===== config.mk =====
export PLATFORM = sky130hd
export DESIGN_NAME = vcs_cfg
export DESIGN_NICKNAME = d
export VERILOG_FILES = /design/src/design/vcs_pkg.sv /design/src/design/vcs_cfg.sv
export SDC_FILE = /design/constraint.sdc
export NUM_CORES = 1
export LEC_CHECK = 0
export BUFFER_PORTS_ARGS = -buffer_cell sky130_fd_sc_hd__buf_2
export CAP_MARGIN = 20
export CORE_UTILIZATION = 40
export CTS_BUF_LIST = sky130_fd_sc_hd__clkbuf_2
export DETAILED_ROUTE_END_ITERATION = 8
export GPL_TIMING_DRIVEN = 0
export MAX_ROUTING_LAYER = met4
export PLACE_DENSITY = 0.66
export SETUP_SLACK_MARGIN = 0.1
export SLEW_MARGIN = 20
export SYNTH_ARGS = -nofsm -noshare
export SYNTH_HDL_FRONTEND = slang
export SYNTH_SLANG_ARGS = --single-unit

===== constraint.sdc =====
create_clock -name clk_i -period 0.9 [get_ports clk_i]
set_input_delay 0.09 -clock clk_i [delete_from_list [all_inputs] [get_ports clk_i]]
set_output_delay 0.09 -clock clk_i [all_outputs]
set_load 0.01 [all_outputs]

===== src/design/vcs_pkg.sv =====
package vcs_pkg;

  // Fixed field widths
  localparam int VALUE_BITS     = 32;
  localparam int FRAC_BITS      = 16;
  localparam int PROD_BITS      = 2 * VALUE_BITS;
  localparam int GRID_COLS_BITS = 11;
  localparam int GRID_ROWS_BITS = 16;
  localparam int INV_BITS       = 31;
  localparam int NODE_COL_BITS  = 10;
  localparam int NODE_ROW_BITS  = 16;
  localparam int CFG_INDEX_BITS = 2;
  localparam int CFG_DATA_BITS  = 31;

  localparam int MAX_COLS_DEF   = 1024;
  localparam int MIN_GRID       = 3;
  localparam int GRID_ROWS_RST  = 1024;
  localparam int GRID_COLS_RST  = 1024;
  localparam int INV_RST        = 65536;

  typedef logic signed [VALUE_BITS-1:0] value_t;
  typedef logic signed [PROD_BITS-1:0]  prod_t;

  // Configuration register indexes
  typedef enum logic [CFG_INDEX_BITS-1:0] {
    REG_GRID_COLS = 2'd0,
    REG_GRID_ROWS = 2'd1,
    REG_INV_H1_SQ = 2'd2,
    REG_INV_H2_SQ = 2'd3
  } cfg_reg_e;

  // Controller states, one per datapath step
  typedef enum logic [3:0] {
    ST_IDLE,
    ST_ROW_MID,
    ST_ROW_NEXT,
    ST_MUL_XR,
    ST_MUL_XL,
    ST_MUL_YU,
    ST_MUL_YD,
    ST_MUL_FX,
    ST_DIFF_FY,
    ST_MUL_FY,
    ST_ROUND,
    ST_EMIT
  } state_e;

  // Datapath operations
  typedef enum logic [3:0] {
    OP_NONE,
    OP_LOAD_IN,
    OP_ROW_MID,
    OP_ROW_NEXT,
    OP_MUL_XR,
    OP_MUL_XL,
    OP_MUL_YU,
    OP_MUL_YD,
    OP_MUL_FX,
    OP_DIFF_FY,
    OP_MUL_FY,
    OP_ROUND,
    OP_EMIT
  } dp_op_e;

  typedef struct packed {
    logic [NODE_COL_BITS-1:0] col;
    logic [NODE_ROW_BITS-1:0] row;
    logic                     last;
  } node_tag_t;

  typedef struct packed {
    dp_op_e    op;
    node_tag_t tag;
  } dp_cmd_t;

  typedef struct packed {
    logic out_free;
  } dp_status_t;

  // One line-store entry: previous-previous row value, previous row value and coefficients
  typedef struct packed {
    value_t above;
    value_t mid;
    value_t cx;
    value_t cy;
  } line_entry_t;

endpackage


===== src/design/vcs_cfg.sv =====
module vcs_cfg #(
  parameter int MAX_COLS = vcs_pkg::MAX_COLS_DEF
) (
  input  logic                                 clk_i,
  input  logic                                 rst_ni,
  input  logic                                 cfg_we_i,
  input  logic [vcs_pkg::CFG_INDEX_BITS-1:0]   cfg_index_i,
  input  logic [vcs_pkg::CFG_DATA_BITS-1:0]    cfg_data_i,
  output logic [$clog2(MAX_COLS+1)-1:0]        cols_eff_o,
  output logic [vcs_pkg::GRID_ROWS_BITS-1:0]   rows_eff_o,
  output logic [vcs_pkg::INV_BITS-1:0]         inv_h1_sq_o,
  output logic [vcs_pkg::INV_BITS-1:0]         inv_h2_sq_o,
  output logic                                 restart_o
);

  localparam int CNT_W    = $clog2(MAX_COLS + 1);
  localparam int CMP_W    = ((CNT_W > vcs_pkg::GRID_COLS_BITS) ? CNT_W
                                                               : vcs_pkg::GRID_COLS_BITS) + 1;
  localparam int COLS_RST = (MAX_COLS < vcs_pkg::GRID_COLS_RST) ? MAX_COLS
                                                                : vcs_pkg::GRID_COLS_RST;

  logic [CNT_W-1:0]                   cols_eff_q, cols_eff_d;
  logic [vcs_pkg::GRID_ROWS_BITS-1:0] rows_eff_q, rows_eff_d;
  logic [vcs_pkg::INV_BITS-1:0]       inv_h1_q, inv_h2_q;
  logic [CMP_W-1:0]                   cols_wr;
  logic [vcs_pkg::GRID_ROWS_BITS-1:0] rows_wr;

  // Store sizes already clamped to the supported range
  always_comb begin
    cols_wr = CMP_W'(cfg_data_i[vcs_pkg::GRID_COLS_BITS-1:0]);
    rows_wr = cfg_data_i[vcs_pkg::GRID_ROWS_BITS-1:0];
    if (cols_wr < CMP_W'(vcs_pkg::MIN_GRID)) begin
      cols_eff_d = CNT_W'(vcs_pkg::MIN_GRID);
    end else if (cols_wr > CMP_W'(MAX_COLS)) begin
      cols_eff_d = CNT_W'(MAX_COLS);
    end else begin
      cols_eff_d = CNT_W'(cols_wr);
    end
    if (rows_wr < vcs_pkg::GRID_ROWS_BITS'(vcs_pkg::MIN_GRID)) begin
      rows_eff_d = vcs_pkg::GRID_ROWS_BITS'(vcs_pkg::MIN_GRID);
    end else begin
      rows_eff_d = rows_wr;
    end
  end

  always_ff @(posedge clk_i or negedge rst_ni) begin
    if (!rst_ni) begin
      cols_eff_q <= CNT_W'(COLS_RST);
      rows_eff_q <= vcs_pkg::GRID_ROWS_BITS'(vcs_pkg::GRID_ROWS_RST);
      inv_h1_q   <= vcs_pkg::INV_BITS'(vcs_pkg::INV_RST);
      inv_h2_q   <= vcs_pkg::INV_BITS'(vcs_pkg::INV_RST);
    end else if (cfg_we_i) begin
      case (vcs_pkg::cfg_reg_e'(cfg_index_i))
        vcs_pkg::REG_GRID_COLS: cols_eff_q <= cols_eff_d;
        vcs_pkg::REG_GRID_ROWS: rows_eff_q <= rows_eff_d;
        vcs_pkg::REG_INV_H1_SQ: inv_h1_q   <= cfg_data_i[vcs_pkg::INV_BITS-1:0];
        vcs_pkg::REG_INV_H2_SQ: inv_h2_q   <= cfg_data_i[vcs_pkg::INV_BITS-1:0];
        default: ;
      endcase
    end
  end

  assign restart_o   = cfg_we_i &&
                       (cfg_index_i == vcs_pkg::REG_GRID_COLS ||
                        cfg_index_i == vcs_pkg::REG_GRID_ROWS);
  assign cols_eff_o  = cols_eff_q;
  assign rows_eff_o  = rows_eff_q;
  assign inv_h1_sq_o = inv_h1_q;
  assign inv_h2_sq_o = inv_h2_q;

endmodule


; ---- Word level (Yosys, flattened, before mapping)
; Cells that the tools add are included.
[totals]
regBits = 89
latchBits = 0
ramBits = 0
mem_bits_ro = 0
input_bits = 36
output_inout_bits = 90
wordCells = 20
n_memories = 0
[op_classes]
n_addsub = 0
mul = 0
n_div = 0
magnitude_cmp = 3
n_eq_ne = 3
n_shift = 0
muxes = 3
n_bitwise = 0
n_reduce_logical = 7
[op_table]
columns = op, count
row1 = two-way mux 11 bit, 2
row2 = < comparator 16 x 2 -> 1 bit (second input constant), 1
row3 = two-way mux 16 bit, 1
row4 = greater-than comparator 11 bit (second input constant), 1
row5 = < comparator 11 x 2 -> 1 bit (second input constant), 1
row6 = AND reduction 2 bit, 4
row7 = equality test 2 bit (second input constant), 2
row8 = equality test 2 x 1 -> 1 bit (second input constant), 1
row9 = zero test 2 bit, 1
row10 = logical AND 1 bit, 1
row11 = logical OR 1 bit, 1

; ---- Logic depth before layout (Yosys ltp)
; Gate-level depths: netlist (run 1).
[logic_depth]
word_depth = 3
mapped_depth = 5
mapped_depth_nobuf = 3

; ---- Worst setup path after synthesis (run 1)
; OpenSTA, ideal clock, no wires.
[synth_timing]
kind = input-to-reg
startpoint = input port cfg_index_i[1] (netlist name)
endpoint = register cols_eff_q[2], in the netlist cols_eff_o[2]
setup_ns = 0.139
arrival_time_ns = 1.014
required_time_ns = 0.761
setup_slack_ns = -0.253
path_stages = 4
path_buffers = 1
cell_sequence = or3b_1 -> buf_2 -> a311oi_4 -> a21oi_1
[synth_via]
elab_chain_len = 2
[synth_rtl]
columns = item, line_no
row1 = "start, declared", vcs_cfg.sv:7  ; input logic [vcs_pkg::CFG_INDEX_BITS-1:0] cfg_index_i,
row2 = zero test 2 bit, vcs_cfg.sv:53  ; case (vcs_pkg::cfg_reg_e'(cfg_index_i))
row3 = AND reduction 2 bit (no line), --
row4 = "end signal, assigned", vcs_cfg.sv:48  ; cols_eff_q <= CNT_W'(COLS_RST);
row5 = "end signal, assigned", vcs_cfg.sv:54  ; vcs_pkg::REG_GRID_COLS: cols_eff_q <= cols_eff_d;
row6 = "end, declared", vcs_cfg.sv:22  ; logic [CNT_W-1:0] cols_eff_q, cols_eff_d;
; Every way passes these cells.
; A chain may end at the register's enable or synchronous reset.

; ---- Final worst setup path (run 1)
[layout_timing]
startpoint = register inv_h2_q (netlist bit inv_h2_sq_o[16])
endpoint = output port inv_h2_sq_o[16] (netlist name)
[layout_rtl]
columns = item, line_no
row1 = "start, declared", vcs_cfg.sv:24  ; logic [vcs_pkg::INV_BITS-1:0] inv_h1_q, inv_h2_q;
row2 = "start signal, assigned", vcs_cfg.sv:51  ; inv_h2_q <= vcs_pkg::INV_BITS'(vcs_pkg::INV_RST);
row3 = "start signal, assigned", vcs_cfg.sv:57  ; vcs_pkg::REG_INV_H2_SQ: inv_h2_q <= cfg_data_i[vcs_pkg::INV_BITS-1:0];
row4 = "end, declared", vcs_cfg.sv:12  ; output logic [vcs_pkg::INV_BITS-1:0] inv_h2_sq_o,
; No word-level cell between the ends.

==> impl_metrics.json, run 1 <==
{
  "root_buffer": "sky130_fd_sc_hd__clkbuf_2",
  "synth_area_per_inst_um2": 14.9,
  "synth.most_common_cell": "sky130_fd_sc_hd__dfrtp_1",
  "antenna_found_initial": 0,
  "power_frac_clock": 0.221,
  "area_used_by_multi_input_combinational_logic_mm2": 0.00123,
  "fillcell_total": 643,
  "floorplan.initialDensity": 0.415,
  "critPathRequiredTime_ns": 0.81,
  "cp_max_fo": 2,
  "crit_slowest_cell": "sky130_fd_sc_hd__dfstp_2",
  "distinct_cell_type_count_after_synthesis": 20,
  "critPathArrivalTime_ns": 1.20,
  "floorplan.core_area_mm2": 0.00822,
  "floorplan.io_pins": 126,
  "grt.total_usage": 0.208,
  "synth_edf_count": 0,
  "power_density_mw_per_mm2": 1990,
  "finClkSkew_ns": 0,
  "syn_nets": 265,
  "grt_setup_unrepaired": "yes",
  "clkLatencyLatePin_ns": 0.50,
  "vias": 2549,
  "clk_transition_reported_paths_ns": 0.27,
  "cell_internal_pwr_uw": 7350,
  "synthCells": 229,
  "seqPwrFrac": 0.497,
  "maximum_vdd_ir_drop_mv": 0.941,
  "power.switching_uw": 2950,
  "finalHoldViolations": 7,
  "die-area_mm2": 0.00890,
  "hpwlAfterDp_mm": 5.59,
  "final.min_clock_period_ns": 1.29,
  "min_period_over_period": 1.43,
  "chipHeight_um": 94.4,
  "ctsLongestPathBuffers": 2,
  "ys.flop_type": "sky130_fd_sc_hd__dfrtp_1",
  "antenna_violating_nets_post_route": 0,
  "achievable-frequency_mhz": 776,
  "drt-total-wl_mm": 8.67,
  "insertedDiodeCount": 0,
  "clock_tree_sinks": 89,
  "post_route_cells_drive_above_1_share": 0.607,
  "remaining_drc_errors": 0,
  "grt_max_degree": 51,
  "crit_chain": "buf_6",
  "worst_hold_path_type": "input pin to asynchronous set/reset pin",
  "globalRoute.totalOverflow": 0,
  "fin_ws_ns": -0.389,
  "crit_type": "flip-flop to output pin",
  "power.leakage_uw": 0.00253,
  "die-width_um": 94.4,
  "flow.area_growth_from_synthesis_pct": 51.6,
  "postSynth.asyncResetShare": 1.00,
  "port_buffers": 125,
  "clock_tree_from_tritoncts": "built",
  "gp_routability_congestion": 0.780,
  "synth_largest_area_cell": "sky130_fd_sc_hd__dfrtp_1",
  "regArea_mm2": 0.00223,
  "yosys_register_bits": 89,
  "power.combinational.fraction": 0.282,
  "nets": 459,
  "synthesis.area_mm2": 0.00341,
  "failing_checks": "hold timing, setup timing",
  "run_status": "finished, violations left",
  "synth_commonest_cells": "85 x sky130_fd_sc_hd__dfrtp_1, 73 x sky130_fd_sc_hd__mux2_2, 22 x sky130_fd_sc_hd__nand2_1",
  "num_rows": 33,
  "worstSetupEndpointType": "output pin",
  "pre_cts_slack_ns": -0.528,
  "instances_no_fill": 533,
  "p_total_uw": 10300,
  "placed_cells_incl_taps": 460,
  "number_of_buffers_created_by_cts": 9,
  "timing.max_cap.violations": 0,
  "critPathTopFamily": "flip-flops",
  "first_pass_iters": 4,
  "htree_num_levels": 3,
  "setup_violations": 99,
  "timing.hold.ws_ns": -0.0285,
  "avgRoutedWirePerCell_um": 16.3,
  "timing.critical_path.buf_inv": 1,
  "worstSetupStartpointType": "flip-flop",
  "grt_pass1_wl_mm": 13.2,
  "via_count_of_the_first_global_routing_pass": 2571,
  "netlist_top_cells_area": "sky130_fd_sc_hd__dfrtp_1 62%, sky130_fd_sc_hd__mux2_2 24%, sky130_fd_sc_hd__dfstp_2 3.1%",
  "yosys.area.top_type_share": 0.623,
  "ys.warnings.count": 0,
  "post_drt_via_cell_ratio": 4.78,
  "synth-seq-area-share": 0.654,
  "timing_worst_slew_pin_value_ns": 0.393,
  "maxSlewViolCount": 0,
  "detailedRoute.firstIterationViolations": 100,
  "slowest_delay_ns": 0.59,
  "worst_slew_margin_rel": 0.738,
  "switching_share": 0.286
}
-- flip-flops by register name (all words and copies together) (netlist names) --
signal,flops
cols_eff_o,11
inv_h1_sq_o,31
inv_h2_sq_o,31
rows_eff_o,16
-- through the flow --
step | instance area (um2) | TNS (ns) | utilization
after global routing | 5170 | -34.03 | 0.630
final | 5170 | -25.96 | 0.630
after floorplan | 3480 | -3.11 | -
after global placement | 4240 | -110.73 | 0.515
after detailed placement | 4270 | -25.06 | 0.519
after CTS | 4930 | -31.57 | 0.600
-- cell usage in the layout (no fill, tap or decap), drive strengths merged, types with 4 or more instances in the layout --
master,instances
a21oi,13
buf,158
clkbuf,11
dfrtp,85
dfstp,4
dlygate4sd3,33
mux2,73
nand2,22
nor2,4
o21ai,5
-- repair_timing --
item | in CTS | in global routing
hold buffers | 34 | 12
endpoints found under the setup margin | 94 | 120
resized for setup | 23 | 35
setup buffers | 8 | 16
pin swaps | 0 | 6
hold endpoints to repair | 173 | 68
-- worst paths after layout --
kind,start,end,slack [ns],cells after the start
max in group asynchronous,rst_ni,rows_eff_o[10],0.23,3
min reg2reg,cols_eff_o[10],cols_eff_o[10],0.49,2
min in group clk_i,cfg_index_i[1],cols_eff_o[7],0.02,5
min,rst_ni,inv_h2_sq_o[7],-0.03,2
max reg2reg,inv_h2_sq_o[28],inv_h2_sq_o[28],0,2
max,inv_h2_sq_o[16],inv_h2_sq_o[16],-0.39,1
-- final cells by class --
| class | instances | share of cell area |
|---|---|---|
| Timing Repair Buffer | 183 | 0.261 |
| Multi-Input combinational cell | 130 | 0.238 |
| Tap cell | 105 | 0.0254 |
| Clock inverter | 5 | 0.0157 |
| Buffer | 9 | 0.0177 |
| Sequential cell | 89 | 0.432 |
| Clock buffer | 11 | 0.0106 |
| Inverter | 1 | 0.000726 |
-- per-layer routing --
metal / part of all wire / track usage / up-vias
met4: 0.023 / 0.0846 / 0
met3: 0.034 / 0.0411 / 16
li1: - / - / 1205
met2: 0.52 / 0.338 / 67
met1: 0.42 / 0.254 / 1261
met5: 0 / - / -
-- cell families after synthesis --
kind of cell / share of synthesized area
DFF: 0.654
buffers and inverters: 0.0143
AOI/OAI and AO/OA: 0.0385
muxes: 0.241
and+or+nand+nor: 0.0521
-- power groups by stage --
stage | combinational, uW | sequential [uW] | clock, uW
after floorplan | 762 | 5520 | 0
after global placement | 2240 | 5110 | 0
after detailed placement | 2300 | 5150 | 0
after CTS | 2670 | 5090 | 2350
after global routing | 3130 | 5210 | 2520
final | 2900 | 5120 | 2280
(Power assumes the default switching activity.)
==> run 2, diff against run 1 <==
--- a/config.mk
+++ b/config.mk
@@ -7,12 +7,12 @@
 export LEC_CHECK = 0
 export BUFFER_PORTS_ARGS = -buffer_cell sky130_fd_sc_hd__buf_2
 export CAP_MARGIN = 20
-export CORE_UTILIZATION = 40
+export CORE_UTILIZATION = 51
 export CTS_BUF_LIST = sky130_fd_sc_hd__clkbuf_2
 export DETAILED_ROUTE_END_ITERATION = 8
 export GPL_TIMING_DRIVEN = 0
 export MAX_ROUTING_LAYER = met4
-export PLACE_DENSITY = 0.66
+export PLACE_DENSITY = 0.81
 export SETUP_SLACK_MARGIN = 0.1
 export SLEW_MARGIN = 20
 export SYNTH_ARGS = -nofsm -noshare
==> impl_metrics.json, run 2 (synthesis results as in run 1) <==
{
  "die-area_mm2": 0.00702,
  "finalHoldViolations": 5,
  "rrSetupSlack_ns": -0.04,
  "ctsLongestPathBuffers": 2,
  "power.leakage_uw": 0.00252,
  "clock_tree_from_tritoncts": "built",
  "grt_setup_unrepaired": "yes",
  "via_count_of_the_first_global_routing_pass": 2607,
  "highest_count_cells_in_the_layout_ignoring_fill_and_taps": "105 x sky130_fd_sc_hd__buf_2, 85 x sky130_fd_sc_hd__dfrtp_1, 59 x sky130_fd_sc_hd__mux2_2, 36 x sky130_fd_sc_hd__buf_6, 32 x sky130_fd_sc_hd__dlygate4sd3_1",
  "fin_ws_ns": -0.396,
  "vias": 2620,
  "number_of_buffers_created_by_cts": 9,
  "route.met2.wl_mm": 4.64,
  "timing.hold.ws_ns": -0.0391,
  "hpwlAfterDp_mm": 5.48,
  "detailedRoute.firstIterationViolations": 74,
  "achievable-frequency_mhz": 772,
  "rr_endpoint": "inv_h2_sq_o[16]",
  "critPathArrivalTime_ns": 1.21,
  "gp_routability_congestion": 0.744,
  "slowest_delay_ns": 0.60,
  "worst_hold_path_type": "input pin to flip-flop",
  "setup_violations": 100,
  "htree_num_levels": 3,
  "timing.max_cap.violations": 0,
  "run_status": "finished, violations left",
  "pre_cts_slack_ns": -0.490,
  "setup_tns_ns": -24.42,
  "holdPathStages": 4,
  "antenna_violating_nets_post_route": 0,
  "worstReg2RegStart": "inv_h2_sq_o[16]",
  "post_drt_via_cell_ratio": 5.20,
  "final.min_clock_period_ns": 1.30,
  "power_density_mw_per_mm2": 2060,
  "worst_slew_margin_rel": 0.697,
  "grt_max_degree": 57,
  "route.layer.met1.wl_mm": 3.62,
  "avgRoutedWirePerCell_um": 17.6,
  "clock_tree_sinks": 89,
  "finClkSkew_ns": 0,
  "antenna_found_initial": 0,
  "timing.critical_path.buf_inv": 1,
  "crit_chain": "buf_6",
  "floorplan.io_pins": 126,
  "globalRoute.totalOverflow": 0,
  "nets": 458,
  "maxSlewViolCount": 0,
  "clkLatencyLatePin_ns": 0.50,
  "final_common_cell": "sky130_fd_sc_hd__buf_2",
  "timing_worst_slew_pin_value_ns": 0.454,
  "failing_checks": "hold timing, setup timing",
  "critPathTopFamily": "flip-flops",
  "remaining_drc_errors": 0,
  "worstSetupEndpointType": "output pin",
  "maximum_vdd_ir_drop_mv": 1.39,
  "port_buffers": 125,
  "die-width_um": 83.8,
  "fin_util": 0.806,
  "critPathRequiredTime_ns": 0.81,
  "crit_slowest_cell": "sky130_fd_sc_hd__dfstp_2",
  "grt_pass1_wl_mm": 13.3,
  "post_route_cells_drive_above_1_share": 0.616,
  "highest-signal-layer": "met4",
  "chipHeight_um": 83.8,
  "rr_worst_depth": 3,
  "worstHoldEndpoint": "cols_eff_o[3]",
  "worstSetupStartpointType": "flip-flop",
  "grt.total_usage": 0.257,
  "clk_transition_reported_paths_ns": 0.22,
  "min_period_over_period": 1.44,
  "flow.area_growth_from_synthesis_pct": 50.9,
  "floorplan.initialDensity": 0.534,
  "first_pass_iters": 4,
  "floorplan.core_area_mm2": 0.00639,
  "insertedDiodeCount": 0,
  "worstHoldStart": "cfg_index_i[1]",
  "root_buffer": "sky130_fd_sc_hd__clkbuf_2",
  "met3WireLength_um": 324,
  "num_rows": 29,
  "drt-total-wl_mm": 8.86,
  "cp_max_fo": 2,
  "crit_type": "flip-flop to output pin"
}
[run 2: changes by cell type in the layout (fill, tap and decap cells not counted), moves of 3 or more]
cell / before / now
sky130_fd_sc_hd__buf_2: 101 / 105
sky130_fd_sc_hd__a21oi_1: 13 / 10
sky130_fd_sc_hd__a21oi_2: 0 / 3
sky130_fd_sc_hd__o21ai_0: 0 / 3
sky130_fd_sc_hd__o21ai_1: 5 / 2
[run 2: worst register-to-register path: stages (launching register included)]
cell and delay (ns):
sky130_fd_sc_hd__dfstp_2 0.43, sky130_fd_sc_hd__buf_4 0.13, sky130_fd_sc_hd__buf_6 0.10, sky130_fd_sc_hd__mux2_4 0.25
[run 2: where the power goes]
part / switching, uW / internal [uW] / total (uW)
sequential: 390 / 4740 / 5130
combinational: 1270 / 1670 / 2950
clock: 1310 / 1190 / 2500
total: 2970 / 7610 / 10600
[run 2: metal layers]
layer | track usage | vias up
li1 | - | 1200
met1 | 0.310 | 1311
met2 | 0.430 | 85
met3 | 0.0336 | 24
met4 | 0.123 | 0
met5 | - | -
[run 2: layout make-up]
cell class,count,area (um2)
sequential,89,2230
timing repair buffer,182,1320
multi-input combinational,130,1250
fill,368,1240
clock inverter,6,106
tap,77,96.3
buffer,9,95.1
clock buffer,10,50.0
inverter,1,3.75
[run 2: what timing repair did]
action / 4_1_cts / 5_1_grt
pin swaps: 1 / 6
hold buffers: 33 / 8
endpoints found under the hold margin: 173 / 34
endpoints found under the setup margin: 91 / 120
gates resized for setup: 23 / 36
setup buffers: 11 / 12
[run 2: worst max path at each step]
stage,cells after the start,to,slack (ns),from
after detailed placement,5,cols_eff_o[3],-0.49,cfg_index_i[1]
after global routing,1,inv_h1_sq_o[16],-0.49,inv_h1_sq_o[16]
after global placement,1,inv_h1_sq_o[23],-0.97,rst_ni
final,1,inv_h1_sq_o[16],-0.40,inv_h1_sq_o[16]
after CTS,1,inv_h1_sq_o[16],-0.44,inv_h1_sq_o[16]
after floorplan,4,cols_eff_o[2],-0.20,cfg_index_i[1]
[run 2: per-stage QoR]
stage                     std cells  cell area [um2]  power [uW]
after detailed placement        432             4230        7460
after floorplan                 229             3480        6280
after global placement          431             4200        7320
after CTS                       492             4910       10300
after global routing            504             5150       11100
final                           504             5150       10600
==> run 3, diff against run 2 <==
--- a/config.mk
+++ b/config.mk
@@ -7,12 +7,14 @@
 export LEC_CHECK = 0
 export BUFFER_PORTS_ARGS = -buffer_cell sky130_fd_sc_hd__buf_2
 export CAP_MARGIN = 20
-export CORE_UTILIZATION = 51
+export CELL_PAD_IN_SITES_DETAIL_PLACEMENT = 1
+export CELL_PAD_IN_SITES_GLOBAL_PLACEMENT = 2
+export CORE_UTILIZATION = 33
 export CTS_BUF_LIST = sky130_fd_sc_hd__clkbuf_2
 export DETAILED_ROUTE_END_ITERATION = 8
 export GPL_TIMING_DRIVEN = 0
 export MAX_ROUTING_LAYER = met4
-export PLACE_DENSITY = 0.81
+export PLACE_DENSITY = 0.8
 export SETUP_SLACK_MARGIN = 0.1
 export SLEW_MARGIN = 20
 export SYNTH_ARGS = -nofsm -noshare
==> impl_metrics.json, run 3 (synthesis results as in run 1) <==
{
  "rr_endpoint": "inv_h2_sq_o[6]",
  "ctsLongestPathBuffers": 2,
  "via_count_of_the_first_global_routing_pass": 2660,
  "num_rows": 36,
  "antenna_found_initial": 1,
  "globalRoute.totalOverflow": 0,
  "flow.area_growth_from_synthesis_pct": 50.9,
  "fillcell_total": 1071,
  "worst_hold_path_type": "input pin to flip-flop",
  "clock_tree_from_tritoncts": "built",
  "final_common_cell": "sky130_fd_sc_hd__buf_2",
  "port_buffers": 125,
  "cp_max_fo": 2,
  "setup_tns_ns": -26.80,
  "drt-total-wl_mm": 9.88,
  "clkLatencyLatePin_ns": 0.52,
  "gp_routability_congestion": 0.692,
  "worstHoldEndpoint": "cols_eff_o[5]",
  "timing.critical_path.buf_inv": 1,
  "place_area_mm2": 0.00430,
  "maxSlewViolCount": 0,
  "critPathRequiredTime_ns": 0.81,
  "timing_worst_slew_pin_value_ns": 0.432,
  "power.leakage_uw": 0.00249,
  "p_total_uw": 9790,
  "crit_slowest_cell": "sky130_fd_sc_hd__dfstp_2",
  "floorplan.io_pins": 126,
  "antenna_violating_nets_post_route": 0,
  "critPathArrivalTime_ns": 1.24,
  "power_density_mw_per_mm2": 1900,
  "htree_num_levels": 3,
  "rr_worst_depth": 2,
  "final.min_clock_period_ns": 1.33,
  "finalHoldViolations": 7,
  "post_route_cells_drive_above_1_share": 0.609,
  "chipHeight_um": 104,
  "final_design_area_no_fill_mm2": 0.00515,
  "first_pass_iters": 4,
  "floorplan.initialDensity": 0.344,
  "grt_setup_unrepaired": "yes",
  "worstHoldStart": "cfg_index_i[1]",
  "die-width_um": 104,
  "vias": 2556,
  "critPathTopFamily": "flip-flops",
  "hpwlAfterDp_mm": 6.37,
  "floorplan.core_area_mm2": 0.00991,
  "fin_ws_ns": -0.430,
  "area_used_by_multi_input_combinational_logic_mm2": 0.00125,
  "die-area_mm2": 0.0108,
  "worstSetupStartpointType": "flip-flop",
  "slowest_delay_ns": 0.60,
  "min_period_over_period": 1.48,
  "worstSetupEndpointType": "output pin",
  "regArea_mm2": 0.00223,
  "setup_violations": 98,
  "post_drt_via_cell_ratio": 4.60,
  "root_buffer": "sky130_fd_sc_hd__clkbuf_2",
  "run_status": "finished, violations left",
  "timing.max_cap.violations": 0,
  "failing_checks": "hold timing, setup timing",
  "crit_type": "flip-flop to output pin",
  "nets": 453,
  "remaining_drc_errors": 0,
  "grt_max_degree": 59,
  "number_of_buffers_created_by_cts": 9,
  "rrSetupSlack_ns": 0.01,
  "clk_transition_reported_paths_ns": 0.22,
  "detailedRoute.firstIterationViolations": 77,
  "fin_util": 0.520,
  "finClkSkew_ns": 0,
  "grt_pass1_wl_mm": 15.0,
  "holdPathStages": 4,
  "worstReg2RegStart": "inv_h2_sq_o[6]",
  "clock_tree_sinks": 89,
  "achievable-frequency_mhz": 752,
  "crit_chain": "buf_6",
  "worst_slew_margin_rel": 0.712,
  "timing.hold.ws_ns": -0.152,
  "maximum_vdd_ir_drop_mv": 0.823,
  "avgRoutedWirePerCell_um": 17.8,
  "highest_count_cells_in_the_layout_ignoring_fill_and_taps": "96 x sky130_fd_sc_hd__buf_2, 85 x sky130_fd_sc_hd__dfrtp_1, 57 x sky130_fd_sc_hd__mux2_2, 40 x sky130_fd_sc_hd__buf_6, 33 x sky130_fd_sc_hd__dlygate4sd3_1",
  "grt.total_usage": 0.189
}
## run 3: worst max-delay path by stage
stage                               start         endpoint  slack, ns  depth (start not counted)
after floorplan            cfg_index_i[1]    cols_eff_o[2]      -0.20                          4
after global placement             rst_ni  inv_h2_sq_o[25]      -1.03                          1
after detailed placement   cfg_index_i[1]   rows_eff_o[14]      -0.52                          4
after CTS                  rows_eff_o[10]   rows_eff_o[10]      -0.47                          1
after global routing      inv_h2_sq_o[16]  inv_h2_sq_o[16]      -0.51                          1
final                     inv_h2_sq_o[16]  inv_h2_sq_o[16]      -0.43                          1
## run 3: area by class of cell
class	instances	share of cell area
Antenna cell	1	0.000486
Buffer	9	0.0185
Clock buffer	12	0.0117
Clock inverter	4	0.00413
Inverter	1	0.000729
Multi-Input combinational cell	130	0.243
Sequential cell	89	0.434
Tap cell	133	0.0323
Timing Repair Buffer	177	0.256
## run 3: per-stage QoR
stage / setup slack, ns / instances
floorplan: -0.197 / 229
global placement: -1.03 / 487
detailed placement: -0.519 / 488
CTS: -0.467 / 542
global route: -0.514 / 556
finish: -0.430 / 556
## run 3: routing by layer
metal / routed length [um] / track usage
met3: 306 / 0.0321
met4: 252 / 0.0929
met2: 4890 / 0.299
met1: 4430 / 0.236
met5: 0 / -
## run 3: timing repair
action | in CTS | in global routing
hold buffers | 34 | 12
setup buffers | 4 | 13
pin swaps | 0 | 8
endpoints found under the hold margin | 175 | 64
endpoints found under the setup margin | 89 | 121
resized for setup | 20 | 47
## run 3: power breakdown
group	internal, uW	switching, uW	leakage (uW)
logic	1680	1260	0.00138
clock network	380	1310	0.0000594
registers	4740	408	0.00106
